$ cat config.mk
export PLATFORM = sky130hd
export DESIGN_NAME = point_in_polygon_test_unit
export DESIGN_NICKNAME = d
export VERILOG_FILES = /design/src/pip_pkg.sv /design/src/pip_ram.sv /design/src/pip_front.sv /design/src/pip_back.sv /design/src/point_in_polygon_test_unit.sv
export SDC_FILE = /design/constraint.sdc
export NUM_CORES = 2
export LEC_CHECK = 0
export BUFFER_PORTS_ARGS = -buffer_cell sky130_fd_sc_hd__buf_4
export CORE_ASPECT_RATIO = 0.7
export CORE_MARGIN = 2
export CORE_UTILIZATION = 60
export DETAILED_ROUTE_END_ITERATION = 7
export PLACE_DENSITY = 0.77
export SLEW_MARGIN = 25
export SYNTH_ARGS = -nofsm -noshare
export SYNTH_HDL_FRONTEND = slang
export SYNTH_HIERARCHICAL = 1
export SYNTH_SLANG_ARGS = --single-unit
$ cat constraint.sdc
create_clock -name clk -period 7.7 [get_ports clk]
set_clock_uncertainty 0.2 [all_clocks]
set_input_delay 0.77 -clock clk [delete_from_list [all_inputs] [get_ports clk]]
set_output_delay 0.77 -clock clk [all_outputs]
set_load 0.01 [all_outputs]
$ cat src/pip_pkg.sv
`timescale 1ns / 1ps
// ============================================================================
// pip_pkg: shared definitions for the point-in-polygon test unit
// Sizes, command codes and the queue entry type used by the front and back.
// ============================================================================
package pip_pkg;

    localparam int MAX_VERTICES      = 64;
    localparam int COORD_WIDTH       = 16;
    localparam int MIN_POLY_VERTICES = 3;

    // Fixed field widths of the item and the register.
    localparam int CMD_W   = 1;
    localparam int IDX_W   = 6;
    localparam int COUNT_W = 7;

    // Derived sizes.
    localparam int ADDR_W  = $clog2(MAX_VERTICES);
    localparam int CNT_W   = $clog2(MAX_VERTICES + 1);
    localparam int VERT_W  = 2 * COORD_WIDTH;
    localparam int DIFF_W  = COORD_WIDTH + 1;
    localparam int PROD_W  = 2 * DIFF_W;

    // Depth of the queue between front and back.
    localparam int Q_DEPTH = 2;
    localparam int Q_AW    = $clog2(Q_DEPTH);
    localparam int Q_CW    = $clog2(Q_DEPTH + 1);

    localparam logic [CMD_W-1:0] CMD_WRITE = 1'b0;
    localparam logic [CMD_W-1:0] CMD_TEST  = 1'b1;

    typedef struct packed {
        logic [CMD_W-1:0]              command;
        logic [IDX_W-1:0]              vertex_index;
        logic signed [COORD_WIDTH-1:0] coord_x;
        logic signed [COORD_WIDTH-1:0] coord_y;
    } pip_item_t;

endpackage

$ cat src/pip_ram.sv
`timescale 1ns / 1ps
// ============================================================================
// pip_ram: generic simple dual-port RAM
// One write port and one read port, read data registered.
// ============================================================================
module pip_ram #(
    parameter int WIDTH = 32,
    parameter int DEPTH = 64
) (
    input  logic                     clk,
    input  logic                     we,
    input  logic [$clog2(DEPTH)-1:0] waddr,
    input  logic [WIDTH-1:0]         wdata,
    input  logic [$clog2(DEPTH)-1:0] raddr,
    output logic [WIDTH-1:0]         rdata
);

    logic [WIDTH-1:0] mem [DEPTH];
    logic [WIDTH-1:0] rdata_reg;

    always_ff @(posedge clk)
    begin
        if (we)
        begin
            mem[waddr] <= wdata;
        end
        rdata_reg <= mem[raddr];
    end

    assign rdata = rdata_reg;

endmodule

$ cat src/pip_front.sv
`timescale 1ns / 1ps
// ============================================================================
// pip_front: input acceptance and command queue
// Takes input beats, drops writes to slots beyond the store, and queues the
// rest for the back end.
// ============================================================================
module pip_front (
    input  logic                          clk,
    input  logic                          rst_n,
    input  logic                          in_valid,
    output logic                          in_stall,
    input  logic [pip_pkg::CMD_W-1:0]     command,
    input  logic [pip_pkg::IDX_W-1:0]     vertex_index,
    input  logic signed [pip_pkg::COORD_WIDTH-1:0] coord_x,
    input  logic signed [pip_pkg::COORD_WIDTH-1:0] coord_y,
    output logic                          q_valid,
    output pip_pkg::pip_item_t            q_item,
    input  logic                          q_pop
);
    import pip_pkg::*;

    pip_item_t        entry_reg [Q_DEPTH];
    logic [Q_AW-1:0]  wr_ptr_reg, wr_ptr_next;
    logic [Q_AW-1:0]  rd_ptr_reg, rd_ptr_next;
    logic [Q_CW-1:0]  count_reg, count_next;
    logic             accept;
    logic             keep;
    logic             push;
    logic             pop;

    assign in_stall = (count_reg == Q_CW'(Q_DEPTH));
    assign accept   = in_valid && !in_stall;
    // A write to a slot that does not exist is consumed and discarded.
    assign keep     = (command == CMD_TEST) || (int'(vertex_index) < MAX_VERTICES);
    assign push     = accept && keep;
    assign q_valid  = (count_reg != '0);
    assign pop      = q_pop && q_valid;
    assign q_item   = entry_reg[rd_ptr_reg];

    always_comb
    begin
        wr_ptr_next = wr_ptr_reg;
        rd_ptr_next = rd_ptr_reg;
        count_next  = count_reg;
        if (push)
        begin
            wr_ptr_next = (int'(wr_ptr_reg) == Q_DEPTH - 1) ? '0 : wr_ptr_reg + 1'b1;
        end
        if (pop)
        begin
            rd_ptr_next = (int'(rd_ptr_reg) == Q_DEPTH - 1) ? '0 : rd_ptr_reg + 1'b1;
        end
        if (push && !pop)
        begin
            count_next = count_reg + 1'b1;
        end
        else if (pop && !push)
        begin
            count_next = count_reg - 1'b1;
        end
    end

    always_ff @(posedge clk or negedge rst_n)
    begin
        if (!rst_n)
        begin
            wr_ptr_reg <= '0;
            rd_ptr_reg <= '0;
            count_reg  <= '0;
        end
        else
        begin
            wr_ptr_reg <= wr_ptr_next;
            rd_ptr_reg <= rd_ptr_next;
            count_reg  <= count_next;
        end
    end

    always_ff @(posedge clk)
    begin
        if (push)
        begin
            entry_reg[wr_ptr_reg].command      <= command;
            entry_reg[wr_ptr_reg].vertex_index <= vertex_index;
            entry_reg[wr_ptr_reg].coord_x      <= coord_x;
            entry_reg[wr_ptr_reg].coord_y      <= coord_y;
        end
    end

endmodule

$ cat src/pip_back.sv
`timescale 1ns / 1ps
// ============================================================================
// pip_back: vertex store and edge-walking crossing test
// Executes queued writes into the vertex RAM and walks all edges for a test,
// one edge per cycle through a three-stage compare pipeline.
// ============================================================================
module pip_back (
    input  logic                            clk,
    input  logic                            rst_n,
    input  logic                            cfg_wr_en,
    input  logic [pip_pkg::COUNT_W-1:0]     cfg_wr_data,
    input  logic                            q_valid,
    input  pip_pkg::pip_item_t              q_item,
    output logic                            q_pop,
    output logic                            out_valid,
    input  logic                            out_stall,
    output logic                            inside_res
);
    import pip_pkg::*;

    typedef enum logic [2:0] {
        S_IDLE  = 3'b001,
        S_READ  = 3'b010,
        S_DRAIN = 3'b100
    } state_t;

    state_t                         state_reg, state_next;
    logic [COUNT_W-1:0]             vertex_count_reg;
    logic [CNT_W-1:0]               n_eff;
    logic [CNT_W-1:0]               n_reg, n_next;
    logic [CNT_W-1:0]               step_reg, step_next;
    logic [CNT_W-1:0]               rd_index;
    logic                           rd_en;
    logic                           ram_we;
    logic [ADDR_W-1:0]              ram_waddr;
    logic [ADDR_W-1:0]              ram_raddr;
    logic [VERT_W-1:0]              ram_rdata;

    logic signed [COORD_WIDTH-1:0]  px_reg, py_reg;
    logic signed [COORD_WIDTH-1:0]  prev_x_reg, prev_y_reg;
    logic signed [COORD_WIDTH-1:0]  cur_x, cur_y;

    logic                           p0_v_reg, p0_first_reg;
    logic                           straddle;
    logic                           s1_v_reg;
    logic signed [DIFF_W-1:0]       a_reg, b_reg, c_reg, d_reg;
    logic                           s1_neg_reg;
    logic                           s2_v_reg;
    logic signed [PROD_W-1:0]       p1_reg, p2_reg;
    logic                           s2_neg_reg;
    logic                           crosses;
    logic                           acc_reg;

    logic                           out_valid_reg;
    logic                           inside_reg;
    logic                           take;
    logic                           drained;
    logic                           start_test;
    logic                           short_test;

    // ---------------------------------------------------------------- config
    always_ff @(posedge clk or negedge rst_n)
    begin
        if (!rst_n)
        begin
            vertex_count_reg <= '0;
        end
        else if (cfg_wr_en)
        begin
            vertex_count_reg <= cfg_wr_data;
        end
    end

    assign n_eff = (int'(vertex_count_reg) > MAX_VERTICES) ? CNT_W'(MAX_VERTICES)
                                                            : CNT_W'(vertex_count_reg);

    // ---------------------------------------------------------------- dispatch
    // Writes run even while a result waits; a test needs the result slot free.
    assign take  = (state_reg == S_IDLE) && q_valid &&
                   ((q_item.command == CMD_WRITE) || !out_valid_reg);
    assign q_pop = take;

    assign start_test = take && (q_item.command == CMD_TEST);
    assign short_test = start_test && (int'(n_eff) < MIN_POLY_VERTICES);

    assign ram_we    = take && (q_item.command == CMD_WRITE);
    assign ram_waddr = ADDR_W'(q_item.vertex_index);

    // Read order: last vertex first, then 0 .. n-1.
    assign rd_en     = (state_reg == S_READ);
    assign rd_index  = (step_reg == '0) ? (n_reg - 1'b1) : (step_reg - 1'b1);
    assign ram_raddr = rd_index[ADDR_W-1:0];

    pip_ram #(
        .WIDTH (VERT_W),
        .DEPTH (MAX_VERTICES)
    ) u_store (
        .clk   (clk),
        .we    (ram_we),
        .waddr (ram_waddr),
        .wdata ({q_item.coord_x, q_item.coord_y}),
        .raddr (ram_raddr),
        .rdata (ram_rdata)
    );

    assign drained = !p0_v_reg && !s1_v_reg && !s2_v_reg;

    always_comb
    begin
        state_next = state_reg;
        step_next  = step_reg;
        n_next     = n_reg;
        case (state_reg)
            S_IDLE:
            begin
                if (start_test && !short_test)
                begin
                    state_next = S_READ;
                    step_next  = '0;
                    n_next     = n_eff;
                end
            end
            S_READ:
            begin
                if (step_reg == n_reg)
                begin
                    state_next = S_DRAIN;
                end
                else
                begin
                    step_next = step_reg + 1'b1;
                end
            end
            S_DRAIN:
            begin
                if (drained)
                begin
                    state_next = S_IDLE;
                end
            end
            default:
            begin
                state_next = S_IDLE;
            end
        endcase
    end

    always_ff @(posedge clk or negedge rst_n)
    begin
        if (!rst_n)
        begin
            state_reg <= S_IDLE;
            step_reg  <= '0;
            n_reg     <= '0;
        end
        else
        begin
            state_reg <= state_next;
            step_reg  <= step_next;
            n_reg     <= n_next;
        end
    end

    // ---------------------------------------------------------------- pipeline
    assign cur_x    = ram_rdata[VERT_W-1:COORD_WIDTH];
    assign cur_y    = ram_rdata[COORD_WIDTH-1:0];
    // Edge (i, j) with i the vertex just read and j the one before it.
    assign straddle = (cur_y > py_reg) != (prev_y_reg > py_reg);
    assign crosses  = s2_neg_reg ? (p1_reg > p2_reg) : (p1_reg < p2_reg);

    always_ff @(posedge clk or negedge rst_n)
    begin
        if (!rst_n)
        begin
            p0_v_reg      <= 1'b0;
            p0_first_reg  <= 1'b0;
            s1_v_reg      <= 1'b0;
            s2_v_reg      <= 1'b0;
            acc_reg       <= 1'b0;
            out_valid_reg <= 1'b0;
        end
        else
        begin
            p0_v_reg     <= rd_en;
            p0_first_reg <= rd_en && (step_reg == '0);
            s1_v_reg     <= p0_v_reg && !p0_first_reg && straddle;
            s2_v_reg     <= s1_v_reg;
            if (start_test)
            begin
                acc_reg <= 1'b0;
            end
            else if (s2_v_reg && crosses)
            begin
                acc_reg <= !acc_reg;
            end

            if (short_test || ((state_reg == S_DRAIN) && drained))
            begin
                out_valid_reg <= 1'b1;
            end
            else if (out_valid_reg && !out_stall)
            begin
                out_valid_reg <= 1'b0;
            end
        end
    end

    always_ff @(posedge clk)
    begin
        if (start_test)
        begin
            px_reg <= q_item.coord_x;
            py_reg <= q_item.coord_y;
        end
        if (p0_v_reg)
        begin
            prev_x_reg <= cur_x;
            prev_y_reg <= cur_y;
        end
        // Stage 1: differences.
        a_reg      <= DIFF_W'(px_reg) - DIFF_W'(cur_x);
        b_reg      <= DIFF_W'(prev_y_reg) - DIFF_W'(cur_y);
        c_reg      <= DIFF_W'(prev_x_reg) - DIFF_W'(cur_x);
        d_reg      <= DIFF_W'(py_reg) - DIFF_W'(cur_y);
        s1_neg_reg <= (prev_y_reg < cur_y);
        // Stage 2: exact products.
        p1_reg     <= a_reg * b_reg;
        p2_reg     <= c_reg * d_reg;
        s2_neg_reg <= s1_neg_reg;
        // Result slot.
        if (short_test)
        begin
            inside_reg <= 1'b0;
        end
        else if ((state_reg == S_DRAIN) && drained)
        begin
            inside_reg <= acc_reg;
        end
    end

    assign out_valid  = out_valid_reg;
    assign inside_res = inside_reg;

    // ---------------------------------------------------------------- checks
    a_idle_pipe_empty: assert property (@(posedge clk) disable iff (!rst_n)
        (state_reg == S_IDLE) |-> (!p0_v_reg && !s1_v_reg && !s2_v_reg))
        else $error("edge pipeline busy while back end is idle");

    a_write_only_idle: assert property (@(posedge clk) disable iff (!rst_n)
        ram_we |-> (state_reg == S_IDLE))
        else $error("vertex write during an edge walk");

    a_result_slot_free: assert property (@(posedge clk) disable iff (!rst_n)
        ((state_reg == S_DRAIN) && drained) |-> !out_valid_reg)
        else $error("test finished while previous result still pending");

    a_walk_length: assert property (@(posedge clk) disable iff (!rst_n)
        (state_reg == S_READ) |-> (step_reg <= n_reg))
        else $error("edge walk ran past the vertex count");

endmodule

$ cat src/point_in_polygon_test_unit.sv
`timescale 1ns / 1ps
// ============================================================================
// point_in_polygon_test_unit: even-odd ray-crossing point-in-polygon test
// Stores polygon vertices and tests query points against the stored polygon.
// ============================================================================
//
//  Channel   Direction  Handshake              Payload
//  -------   ---------  ---------------------  ------------------------------------
//  cfg       in         cfg_wr_en              cfg_wr_data (vertex_count)
//  in        in         in_valid / in_stall    command, vertex_index, coord_x, coord_y
//  out       out        out_valid / out_stall  inside_res
//
//  A write beat is executed from the idle state and gives no result.
//  With n the vertex_count capped at the store size, a test beat holds the
//  back end from dispatch to result for n + 1 reads on the single read port
//  of the vertex store, then while the three-stage compare pipeline drains;
//  an n below three answers in the cycle after dispatch.
//  A test is dispatched only once the previous result is taken.
//  Reset clears the queue, the control state and vertex_count; the vertex
//  store itself is not cleared and holds garbage until written.
//  A two-entry queue lets the input keep accepting beats while the back end
//  walks edges or while a finished result waits under out_stall.
//
module point_in_polygon_test_unit (
    input  logic                                   clk,
    input  logic                                   rst_n,
    input  logic                                   cfg_wr_en,
    input  logic [pip_pkg::COUNT_W-1:0]            cfg_wr_data,
    input  logic                                   in_valid,
    output logic                                   in_stall,
    input  logic [pip_pkg::CMD_W-1:0]              command,
    input  logic [pip_pkg::IDX_W-1:0]              vertex_index,
    input  logic signed [pip_pkg::COORD_WIDTH-1:0] coord_x,
    input  logic signed [pip_pkg::COORD_WIDTH-1:0] coord_y,
    output logic                                   out_valid,
    input  logic                                   out_stall,
    output logic                                   inside_res
);
    import pip_pkg::*;

    // Queue interface between the front and the back end.
    logic      q_valid;
    pip_item_t q_item;
    logic      q_pop;

    // The front accepts beats and filters writes to nonexistent slots.
    pip_front u_front (
        .clk          (clk),
        .rst_n        (rst_n),
        .in_valid     (in_valid),
        .in_stall     (in_stall),
        .command      (command),
        .vertex_index (vertex_index),
        .coord_x      (coord_x),
        .coord_y      (coord_y),
        .q_valid      (q_valid),
        .q_item       (q_item),
        .q_pop        (q_pop)
    );

    // The back end owns the vertex store, the count register and the
    // crossing pipeline, and drives the result register.
    pip_back u_back (
        .clk         (clk),
        .rst_n       (rst_n),
        .cfg_wr_en   (cfg_wr_en),
        .cfg_wr_data (cfg_wr_data),
        .q_valid     (q_valid),
        .q_item      (q_item),
        .q_pop       (q_pop),
        .out_valid   (out_valid),
        .out_stall   (out_stall),
        .inside_res  (inside_res)
    );

endmodule

Word-level counts from Yosys, hierarchy flattened --
Memory sizes are Yosys's and may differ from the RTL's. A register that Yosys moved wholly into a read port is not among the register bits. Index checks and enable logic that the tools add are counted.
Storage, ports and cells: flip-flop bits (word level) 237, RAM bits 2126, input bits 51, output and inout port bits 3, word-level logic and storage cells 121, memories 2
Cells by class: add/subtract/negate cells 11, $mul 2, $lt $le $gt $ge 7, equal/unequal tests 10, muxes and demuxes 22, bitwise logic cells 1, reductions and logical operators 40
Memories:
- u_back.u_store.mem | depth 64, width 32, rd ports 1, clocked after Yosys merged registers in 1, wr ports 1, RTL line pip_ram.sv:18 | logic [WIDTH-1:0] mem [DEPTH];
- u_front.entry_reg | depth 2, width 39, rd ports 1, clocked after Yosys merged registers in 0, wr ports 1, RTL line pip_front.sv:22 | pip_item_t entry_reg [Q_DEPTH];
Operators with widths (count):
- multiplier 17 x 17 -> 34 bit | 2
- subtractor 16 x 16 -> 17 bit | 4
- > comparator 34 bit | 1
- < comparator 34 bit | 1
- > comparator 16 bit | 2
- 2-to-1 mux 7 bit | 3
- logical AND 1 bit | 18
- < comparator 16 bit | 1
- case mux 7 bit (2 select lines) | 1
- subtractor 6 x 1 -> 6 bit, second input constant | 2
- logical NOT 1 bit | 11
- 2-to-1 mux 1 bit | 11
- nonzero test 2 bit | 5
- 2-to-1 mux 3 bit | 3
- case mux 3 bit (3 select lines) | 1
- adder 7 x 1 -> 7 bit, second input constant | 1
- equality test 7 bit | 1
- > comparator 7 bit, second input constant | 1
- logical NOT 7 bit | 1
- < comparator 7 x 2 -> 1 bit, second input constant | 1
- 2-to-1 mux 6 bit | 1
- != test 2 bit, second input constant | 3
- AND reduction 3 bit | 2
- 2-to-1 mux 2 bit | 2
- 12 further kinds | 14

Depth between registers and ports, before layout --
An unclocked memory read counts as a cell.
depth after elaboration 10, mapped depth 24, gate-level depth less buffers 23

Hierarchy --
The synthesis kept the hierarchy.
Modules (own cells, without submodules):
- pip_ram | instances 1, cells each 3324, area an instance 78515.3 sq um, sequential area each 62139.6 sq um
- pip_back | instances 1, cells each 3289, area an instance 31925.6 sq um, sequential area each 5456.5 sq um
- pip_front | instances 1, cells each 140, area an instance 3026.7 sq um, sequential area each 2442.3 sq um

Worst setup path after synthesis --
No wires, ideal clock.
path kind register to register, start reg u_back.d_reg[8], end reg u_back.p2_reg[30], library setup time 0.072 ns, arrival time 5.875 ns, required time 7.428 ns, setup slack 1.553 ns, stages on the path, launching flop included 25, path buffers 2, period minus slack after synthesis 6.147 ns, cells stage by stage dfxtp_1 clkbuf_1 clkbuf_1 nand2_1 fa_1 inv_1 fa_1 inv_1 fa_1 inv_1 fa_1 fa_1 inv_1 fa_1 inv_1 ha_1 and3_2 and3_2 o211ai_2 a41oi_2 a221oi_2 o21ai_2 a21o_1 a21oi_2 xnor2_1
On the way: longest elaborated chain between the ends 1
RTL lines:
- start: declaration | RTL line pip_back.sv:46 | logic signed [DIFF_W-1:0] a_reg, b_reg, c_reg, d_reg;
- start signal: assignment | RTL line pip_back.sv:224 | d_reg <= DIFF_W'(py_reg) - DIFF_W'(cur_y);
- multiplier 17 x 17 -> 34 bit | RTL line pip_back.sv:228 | p2_reg <= c_reg * d_reg;
- end signal: assignment | RTL line pip_back.sv:228
- end: declaration | RTL line pip_back.sv:49 | logic signed [PROD_W-1:0] p1_reg, p2_reg;
No other way between the ends. A chain may end at the register's enable or synchronous reset.

Worst setup path after layout --
start reg u_back.d_reg[3], end reg u_back.p2_reg[31]
The elaborated chain is that of the path after synthesis.

==> impl_metrics.env <==
export IMPL_ctsResizeCount=0
export IMPL_syn_area_um2=113000
export IMPL_grt_pass1_wl_mm=432
export IMPL_yosys_top_cells_count="edfxtp_1, inv_1, fa_1"
export IMPL_synth_edf_count=2190
export IMPL_drc=0
export IMPL_synth_avg_cell_area_um2=16.8
export IMPL_r2r_slack_ns=0.86
export IMPL_cp_required_ns=8.17
export IMPL_syn2layout_area_growth_pct=9.83
export IMPL_coreArea_um2=188000
export IMPL_ys_warn_count=6
export IMPL_pin_count=54
export IMPL_wl_mm=295
export IMPL_syn_nets=7690
export IMPL_synth_most_common_cell="edfxtp_1"
export IMPL_setup_viol_count_final=0
export IMPL_dp_hpwl_mm=175
export IMPL_final_nets=7900
export IMPL_worstSetupEndpoint="u_back/p2_reg[31]"
export IMPL_ys_seq_elements=2395
export IMPL_max_freq_mhz=146
export IMPL_critPathLaunchType="flip-flop"
export IMPL_crit_start="u_back/d_reg[3]"
export IMPL_clkTransAtPathRegs_ns=0.06
export IMPL_synth_top_area_cell="edfxtp_1"
export IMPL_holdCritPathClass="in -> reg"
export IMPL_postSynthCellCount=6753
export IMPL_grt_ovfl_total=0
export IMPL_tns_ns=0
export IMPL_rows=133
export IMPL_whs_ns=0.0974
export IMPL_hold_viol=0
export IMPL_ant_nets=0
export IMPL_synth_top_area_frac=0.580
export IMPL_avgRoutedWirePerCell_um=30.7
export IMPL_insertion_delay_ns=0.87
export IMPL_drt_iter0_markers=8744
export IMPL_final_max_slew_viol_count=0
export IMPL_drive_gt1_frac=0.166
export IMPL_dp_slack_ns=0.990
export IMPL_synthFlopType="edfxtp_1"
export IMPL_die_area_um2=193000
export IMPL_grt_usage=0.311
export IMPL_max_slew_margin=0.267
export IMPL_ff2ff_path_depth=20
export IMPL_synth_cell_type_count=78
export IMPL_worst_pin_slew_ns=1.10
export IMPL_gp_congestion=0.922
export IMPL_async_reset_ff_frac=0.0142
export IMPL_layout_min_cycle_time_ns=6.84
export IMPL_timing_rr_start="u_back/d_reg[3]"
export IMPL_fin_crit_sh=0.889
export IMPL_largest_register_ffs=2048
export IMPL_holdCritStartpoint="cfg_wr_en"
export IMPL_layout_setup_ws_ns=0.857
export IMPL_dr_pass1_iters=8
export IMPL_drv_cap=0
export IMPL_viasPerCell=6.46
export IMPL_tritoncts="built"
export IMPL_cts_root_buffer="clkbuf_16"
export IMPL_io_buffers=53
export IMPL_antenna_found_initial=22
export IMPL_die_h_um=368
export IMPL_fin_util=0.663
export IMPL_critical_path_class="reg -> reg"
export IMPL_worst_ep_arrival_time_ns=7.31
export IMPL_cts_sinks=2395
export IMPL_clockBufferDepth=4
export IMPL_cp_max_fo=17
export IMPL_holdPathStages=2
export IMPL_cts_htree_levels=4
export IMPL_status="completed"
export IMPL_rsz0062_at_grt="false"
export IMPL_ys_seq_area_frac=0.617
export IMPL_r2r_end="u_back/p2_reg[31]"
export IMPL_synth_area_top_cells="edfxtp_1, mux4_2, fa_1"
export IMPL_cts_buffers=213
export IMPL_num_vias=62189
export IMPL_grt_pass1_vias=63902
export IMPL_post_cts_setup_buffers=0
export IMPL_start_util=0.604
export IMPL_critPathCaptureType="flip-flop"
export IMPL_dieWidth_um=524
export IMPL_grt_max_degree=97
==> cells in the final DEF (no fill, tap or decap), types with 11 or more instances in the layout <==
cell type      instances
nor3_1                36
nor2_4                64
xnor2_1               99
o21ai_0               86
a22oi_1               12
nand3_1               28
edfxtp_1            2190
o221ai_1              28
buf_12                14
nand2_1              337
clkbuf_1              57
a31oi_1               12
xor2_1                35
mux4_2               544
mux2i_1               98
nand3b_1              11
nand4_1               21
and3_1                12
o21bai_1              11
mux2_2                48
a211oi_1              13
or3_1                 11
fa_1                 596
nor2_1               184
clkinv_1              42
o22ai_1               86
and2_1               301
ha_1                 290
dfrtp_1               32
nor2b_1               38
dfxtp_1              171
buf_4                194
clkinv_2              29
a21o_1                38
dlygate4sd3_1         48
o21a_1                19
inv_1                737
clkbuf_16            215
a21oi_1              148
nand2b_1              36
==> layer usage <==
layer | up-vias | part of all wire | track usage
met4 | 8 | 0.034 | 0.0942
met5 | - | 0.00020 | 0
met2 | 4147 | 0.46 | 0.474
met1 | 32205 | 0.38 | 0.445
li1 | 25237 | - | -
met3 | 592 | 0.13 | 0.0853
==> final cells by class <==
type,instances,area (um^2)
sequential,2395,70000
fill,12093,63300
multi-input combinational,3355,40000
clock buffer,280,5700
tap,2497,3120
inverter,738,2780
timing repair buffer,260,2310
clock inverter,96,658
antenna,5,12.5
==> logic make-up (layout without fill, tap and decap cells) <==
family / count (synthesis) / count (layout) / share of synthesized area
other cells: 0 / 5 / 0
mux: 691 / 691 / 0.121
buf+inv: 1003 / 1374 / 0.0353
flops: 2395 / 2395 / 0.617
compound gates: 521 / 521 / 0.0296
fa+ha+maj: 886 / 886 / 0.137
xor+xnor: 138 / 138 / 0.0107
simple gates: 1119 / 1119 / 0.0486
==> worst min path at each step <==
stage	end
finish	u_back/vertex_count_reg[6]
floorplan	u_back/s2_neg_reg
detailed placement	u_back/s2_neg_reg
CTS	u_back/vertex_count_reg[6]
global route	u_back/vertex_count_reg[0]
global placement	u_back/s2_neg_reg
==> per-stage QoR <==
step	area (um^2)	cells
5_1_grt	125000	9621
3_3_place_gp	118000	9192
6_report	125000	9626
2_1_floorplan	113000	6753
4_1_cts	125000	9620
3_5_place_dp	118000	9196
==> worst max-delay path, stage by stage (launching register included) <==
cell       delay [ns]
dfxtp_1          0.80
nand2_1          0.21
inv_1            0.16
fa_1             0.59
fa_1             0.58
fa_1             0.45
fa_1             0.53
fa_1             0.51
inv_1            0.05
fa_1             0.48
inv_1            0.04
ha_1             0.35
a21o_1           0.21
a21oi_1          0.19
o21bai_1         0.08
a2111oi_0        0.47
or3_1            0.20
o211ai_1         0.09
a31oi_1          0.26
a21oi_1          0.12
xor2_1           0.15
==> repair_timing <==
item                                   in CTS  in global routing
endpoints found under the hold margin     119                  0
hold buffers                               48                  0
setup endpoints to repair                   0                  0
Power is left out: the tool's default activity adds up to more than one toggle a clock period on the data nets, which glitch-free logic cannot reach.
